<file path="src/hw/rtl/see_pkg.sv">
`timescale 1ns / 1ps
`default_nettype none
package see_pkg;
    localparam int unsigned DataWidthDef = 32;
    localparam int unsigned FracBitsDef = 16;
    localparam int unsigned ScaleWidth = 31;
    localparam int unsigned CmdWidth = 2;

    typedef enum logic [1:0] {
        CMD_BEGIN  = 2'd0,
        CMD_NEIGH  = 2'd1,
        CMD_FINISH = 2'd2,
        CMD_NONE   = 2'd3
    } t_cmd;

    typedef enum logic [2:0] {
        OP_IDLE,
        OP_LOAD,
        OP_DIFF,
        OP_PROJ,
        OP_DIV_A,
        OP_DIV_B,
        OP_MAX,
        OP_ROOT
    } t_op;

    typedef struct packed {
        t_op  op;
        logic step;
        logic start;
    } t_ctl;

    typedef struct packed {
        logic busy;
        logic done;
    } t_sts;
endpackage
`default_nettype wire

</file>
<file path="src/hw/rtl/see_ctrl.sv">
`timescale 1ns / 1ps
`default_nettype none
module see_ctrl
    import see_pkg::*;
(
    input  wire logic          i_clk,
    input  wire logic          i_rst_n,
    input  wire logic          i_valid,
    input  wire t_cmd          i_cmd,
    output logic               o_ready,
    input  wire logic          i_out_ready,
    output logic               o_out_valid,
    output t_ctl               o_ctl,
    input  wire t_sts          i_sts
);
    typedef enum logic [3:0] {
        S_IDLE, S_RATIO, S_RWAIT, S_LOADA, S_LOADB, S_DIFF, S_PROJ, S_DIVA,
        S_DIVB, S_MAX, S_ROOT, S_RTWAIT, S_OUT
    } t_state;

    t_state r_state, n_state;
    t_ctl   r_ctl, n_ctl;
    logic   r_out_valid, n_out_valid;

    assign o_ready = (r_state == S_IDLE) && !r_out_valid;
    assign o_out_valid = r_out_valid;
    assign o_ctl = r_ctl;

    always_comb begin
        n_state = r_state;
        n_ctl = '{op: r_ctl.op, step: 1'b0, start: 1'b0};
        n_out_valid = r_out_valid && !i_out_ready;
        unique case (r_state)
            S_IDLE: begin
                if (i_valid && o_ready) begin
                    unique case (i_cmd)
                        CMD_BEGIN: begin
                            n_ctl = '{op: OP_LOAD, step: 1'b1, start: 1'b1};
                            n_state = S_RATIO;
                        end
                        CMD_NEIGH: begin
                            n_ctl = '{op: OP_DIFF, step: 1'b1, start: 1'b0};
                            n_state = S_PROJ;
                        end
                        CMD_FINISH: begin
                            n_ctl = '{op: OP_ROOT, step: 1'b1, start: 1'b1};
                            n_state = S_RTWAIT;
                        end
                        default: n_state = S_IDLE;
                    endcase
                end
            end
            S_RATIO: n_state = S_RWAIT;
            S_RWAIT: begin
                n_ctl.op = OP_LOAD;
                if (i_sts.done) begin
                    n_ctl.step = 1'b1;
                    n_state = S_LOADA;
                end
            end
            S_LOADA: begin
                n_ctl.step = 1'b1;
                n_state = S_LOADB;
            end
            S_LOADB: begin
                n_ctl.step = 1'b1;
                n_state = S_IDLE;
            end
            S_PROJ: begin
                n_ctl = '{op: OP_PROJ, step: 1'b1, start: 1'b0};
                n_state = S_DIVA;
            end
            S_DIVA: begin
                n_ctl = '{op: OP_DIV_A, step: 1'b0, start: 1'b1};
                n_state = S_DIFF;
            end
            S_DIFF: begin
                n_ctl.op = OP_DIV_A;
                if (i_sts.done) begin
                    n_ctl = '{op: OP_DIV_B, step: 1'b1, start: 1'b1};
                    n_state = S_DIVB;
                end
            end
            S_DIVB: begin
                if (i_sts.done) begin
                    n_ctl = '{op: OP_MAX, step: 1'b1, start: 1'b0};
                    n_state = S_MAX;
                end
            end
            S_MAX: begin
                n_ctl.op = OP_MAX;
                n_state = S_IDLE;
            end
            S_RTWAIT: begin
                if (i_sts.done) begin
                    n_ctl = '{op: OP_ROOT, step: 1'b1, start: 1'b0};
                    n_state = S_ROOT;
                end
            end
            S_ROOT: n_state = S_OUT;
            S_OUT: begin
                n_out_valid = 1'b1;
                n_state = S_IDLE;
            end
            default: n_state = S_IDLE;
        endcase
    end

    always_ff @(posedge i_clk) begin
        if (!i_rst_n) begin
            r_state <= S_IDLE;
            r_ctl <= '{op: OP_IDLE, step: 1'b0, start: 1'b0};
            r_out_valid <= 1'b0;
        end else begin
            r_state <= n_state;
            r_ctl <= n_ctl;
            r_out_valid <= n_out_valid;
        end
    end
endmodule
`default_nettype wire

</file>
<file path="config.mk">
export PLATFORM = sky130hd
export DESIGN_NAME = see_ctrl
export DESIGN_NICKNAME = d
export VERILOG_FILES = /design/src/hw/rtl/see_pkg.sv /design/src/hw/rtl/see_ctrl.sv
export SDC_FILE = /design/constraint.sdc
export NUM_CORES = 1
export LEC_CHECK = 0
export ABC_AREA = 1
export BUFFER_PORTS_ARGS = -buffer_cell sky130_fd_sc_hd__buf_4
export CAP_MARGIN = 25
export CORE_AREA = 4 4 53 55
export DETAILED_ROUTE_END_ITERATION = 6
export DIE_AREA = 0 0 57 59
export SKIP_CTS_REPAIR_TIMING = 1
export SLEW_MARGIN = 0
export SYNTH_ARGS = -nofsm -noshare
export SYNTH_HDL_FRONTEND = slang
export SYNTH_SLANG_ARGS = --single-unit
</file>
<file path="constraint.sdc">
create_clock -name i_clk -period 2 [get_ports i_clk]
set_clock_uncertainty 0.15 [all_clocks]
set_input_delay 0.2 -clock i_clk [delete_from_list [all_inputs] [get_ports i_clk]]
set_output_delay 0.2 -clock i_clk [all_outputs]
set_load 0.05 [all_outputs]
</file>
== Yosys cells after proc, flatten, opt, wreduce, memory -nomap -nowiden ==
Index checks and enable logic that the tools add are counted.
Storage, ports and cells
  register bits after elaboration: 10
Operators by class
  eq/ne operators: 20
  multiplexer cells: 17
  reduce and logical (&&, ||, !) cells: 11
Operators with widths (number)
  $pmux W4 S10: 1
  $pmux W3 S8: 1
  $eq A4 B4 Y1 const B: 5
  $mux W4: 5
  $eq A4 B3 Y1 const B: 4
  $mux W5: 3
  $pmux W5 S3: 1
  $pmux W4 S3: 1
  $reduce_and A5 Y1: 2
  $eq A4 B2 Y1 const B: 2
  $ne A2 B2 Y1 const B: 4
  $reduce_bool A8 Y1: 1
  $pmux W1 S6: 1
  $pmux W1 S5: 1
  $eq A4 B1 Y1 const B: 1
  $logic_not A4 Y1: 1
  $ne A4 B1 Y1 const B: 1
  $logic_and A1 B1 Y1: 3
  $mux W3: 1
  $reduce_or A3 Y1: 1
  $eq A2 B1 Y1 const B: 1
  $eq A2 B2 Y1 const B: 1
  $logic_not A1 Y1: 2
  $logic_not A2 Y1: 1
  2 further kinds: 3

== Logic depth before layout (Yosys ltp) ==
  depth in word-level cells: 5
  gate-level depth with buffers: 11
  depth with buffers taken out: 10

== Worst setup path before layout ==
No wires, ideal clock.
  path kind: reg2reg
  start point: reg r_state[0]
  end point: reg r_ctl (netlist bit o_ctl[4])
  library setup time: 70 ps
  arrival: 1544 ps
  data required time: 1780 ps
  setup slack: 236 ps
  stages on the path, launching flop included: 9
  buffers on the path: 1
  clock period less this slack: 1764 ps
  path through: dfxtp_1 buf_6 nor2_2 nand2_4 nor2_2 nand2_1 nor2_1 nor2_1 a21oi_1
Between the ends
  cells in the longest elaborated chain, start to end: 5
  elaborated cells between the ends (all ways): 17
  classes of those cells: eq/ne: 11; mux: 1; reduce/logical: 5
Ends and longest elaborated chain
  start, declared: line see_ctrl.sv:21  | t_state r_state, n_state;
  start signal, assigned: line see_ctrl.sv:115  | r_state <= n_state;
  $logic_not A4 Y1: line see_ctrl.sv:25  | assign o_ready = (r_state == S_IDLE) && !r_out_valid;
  $logic_and A1 B1 Y1: line see_ctrl.sv:25
  named net o_ready: line see_ctrl.sv:10  | output logic o_ready,
  $logic_and A1 B1 Y1: line see_ctrl.sv:35  | if (i_valid && o_ready) begin
  $ne A2 B1 Y1 (no source line)
  $reduce_and A5 Y1 (no source line)
  end signal, assigned: line see_ctrl.sv:112  | r_ctl <= '{op: OP_IDLE, step: 1'b0, start: 1'b0};
  end signal, assigned: line see_ctrl.sv:116  | r_ctl <= n_ctl;
  end, declared: line see_ctrl.sv:22  | t_ctl r_ctl, n_ctl;
The timed path passes the listed nets, and every way through them passes these cells.
A chain may end at the register's enable or synchronous reset.

== Final worst setup path ==
  start point: reg r_state[0]
  end point: out o_ready
Between the ends
  cells in the longest elaborated chain, start to end: 2
Ends and longest elaborated chain (line)
  $logic_not A4 Y1: see_ctrl.sv:25
  $logic_and A1 B1 Y1: see_ctrl.sv:25
  end, declared: see_ctrl.sv:10
No other way between the ends.

==> results.cfg <==
[run_status]
status = complete, no violations

[logic_synthesis]
yosys-top-cells-count = nand2_1, nor2_1, inv_1
seq_area_frac_synth_pct = 25.0
async_flop_share_pct = 0
synth_area_leaders = dfxtp_1, nand2_1, nor2_1
syn_avg_cell_area_um2 = 6.25
synth.most_common_cell = nand2_1
synth_edf_count = 0
synth_flop_cell = dfxtp_1
yosys_warnings = 0
synth_top_cell_by_area = dfxtp_1
syn_inst = 128
synth_cell_types = 20
synth_top_area_share_pct = 25.0
synth-seq-cells = 10
synthesis.area_um2 = 800
syn_nets = 141

[grt]
grt_max_degree = 9
antenna_found_initial = 0
grt_pass1_vias = 762
grt_util_all_layers_pct = 12.0
grt_pass1_wl_mm = 3.13
grt_overflow = 0

[sta]
holdWs_ns = 0.0401
tns_ns = 0
period_share_pct = 87.3
finalSetupViolCount = 0
slew_viol_final = 0
worst_slew_margin_rel_pct = 76.9
worstMarginPinSlew_ns = 0.346
max_freq_ghz = 0.573
grt_setup_unrepaired = false
report.final.hold_viol_count = 0
fin_crit_ns = 1.75

[hold_path]
min_from = i_rst_n
hold_class = input pin to register

[final_layout]
nets = 159
fin_area_um2 = 953
area_delta_synth_final_pct = 19.2
multi_input_area_um2 = 520
stdcell_count = 174
drive_gt1_share_pct = 24.3
n_fill_cell = 276
register_area_um2 = 200
antenna_cells = 0

[routing]
vias_per_cell = 4.82
drc = 0
dr.pass1.iters = 4
wirelength_mm = 1.90
avgRoutedWirePerCell_um = 10.9
drtAntennaViolNets = 0
via_count = 838
first_iter_violations = 20

[worst_setup_path]
worstSetupEndpointType = output pin
critPathArrivalTime_ns = 1.40
critical_path_class = register to output pin
crit_slowest_cell = dfxtp_1
worstReg2RegStart = r_state[0]$_SDFFE_PN0P_
path_common_cell = nor2_2
crit_path_start = r_state[0]$_SDFFE_PN0P_
critPathLaunchType = register
path_cells = nor2_2 > nand2_4 > nor2_2 > buf_4
crit_required_ns = 1.65
max_stage_delay_ns = 0.41
path_max_fanout = 8

[place]
gp_congestion = 0.858
dp_hpwl_mm = 1.55
placed_cell_area_um2 = 931
dp_cells = 171
portBuffers = 13

[cts]
cts_buffers = 3
clock_latency_ns = 0.26
cts_tree = built
cts_sinks = 10
htree_num_levels = 1
clk_pin_slew_worst_paths_ns = 0.07
cts-root-buf = clkbuf_4
clockBufferDepth = 2

[die]
fp.dieArea_um2 = 3360
start_util_pct = 33.5
rows = 18
die_height_um = 59
io_pins = 15
die_x_um = 57
core_area_um2 = 2390

[pwr]
power_leakage_nw = 0.481
power_w = 0.00145
power.density_nw_per_um2 = 1520
peakVddDrop_v = 0.000646

[run]
cap_violations = 0
## power by group
group	switching, W	internal (W)
Combinational	0.000668	0.000317
Clock	0.0000639	0.0000692
Sequential	0.0000727	0.000263
Total	0.000805	0.000649
## sequential cells by signal, indices dropped and copies added (netlist names)
| register | count |
|---|---|
| o_ctl | 5 |
| o_out_valid | 1 |
| r_state | 4 |
## worst paths after layout
path                                           endpoint  slack (ns)  depth (start not counted)
worst max-delay path                            o_ready        0.25                          4
worst min-delay path              o_ctl[2]$_SDFFE_PN0P_        0.04                          3
worst max register to register  r_state[2]$_SDFFE_PN0P_        0.33                          9
worst min register to register    o_ctl[4]$_SDFFE_PN0P_        0.32                          2
## area by class of cell
type,count,share of cell area (%)
Multi-Input combinational cell,99,54.6
Sequential cell,10,21.0
Timing Repair Buffer,14,11.0
Inverter,18,7.09
Tap cell,30,3.94
Clock buffer,3,2.36
## per-layer routing
metal | vias to the layer above | wire length, um | GRT usage [%]
met2 | 24 | 927 | 20.6
met5 | - | 0 | 0
met3 | 4 | 72 | 3.92
met1 | 370 | 860 | 13.6
li1 | 440 | - | -
met4 | 0 | 37 | 5.30
## placed cells by master (no fill, tap or decap)
cell      netlist  routed
nor3_2          1       1
o211ai_1        2       2
o21ai_1         3       3
a21oi_4         1       1
o21bai_1        1       1
inv_1          15      15
nand2_4         1       1
inv_2           3       3
clkbuf_4        0       3
nand3_1        11      11
or2_2           1       1
ha_1            5       5
nor2_2          8       8
nand2_1        32      32
buf_4           0      14
dfxtp_1        10      10
nor2_1         18      18
nand2_2         2       2
o21ai_0         3       3
nor2_4          1       1
a21oi_1         9       9
## logic make-up (layout without fill, tap and decap cells)
kind of cell,after synthesis,count (layout),synth area share (%)
AND/OR/NAND/NOR,75,75,43.0
AO/OA/AOI/OAI,19,19,14.2
buffers and inverters,19,35,9.86
flip-flops,10,10,25.0
adder cells (fa/ha/maj),5,5,7.82
## critical path, delay by kind of cell, from the launching register on
kind                   cells  cell delay [ns]
and+or+nand+nor            3             0.51
DFF                        1             0.41
buffers and inverters      1             0.20
## per-stage QoR
stage	utilization [%]	setup slack (ns)
floorplan	-	0.236
global placement	39.0	0.350
detailed placement	39.0	0.411
CTS	39.9	0.264
global route	39.9	0.171
finish	39.9	0.254
Power figures use the tool's default switching activity.
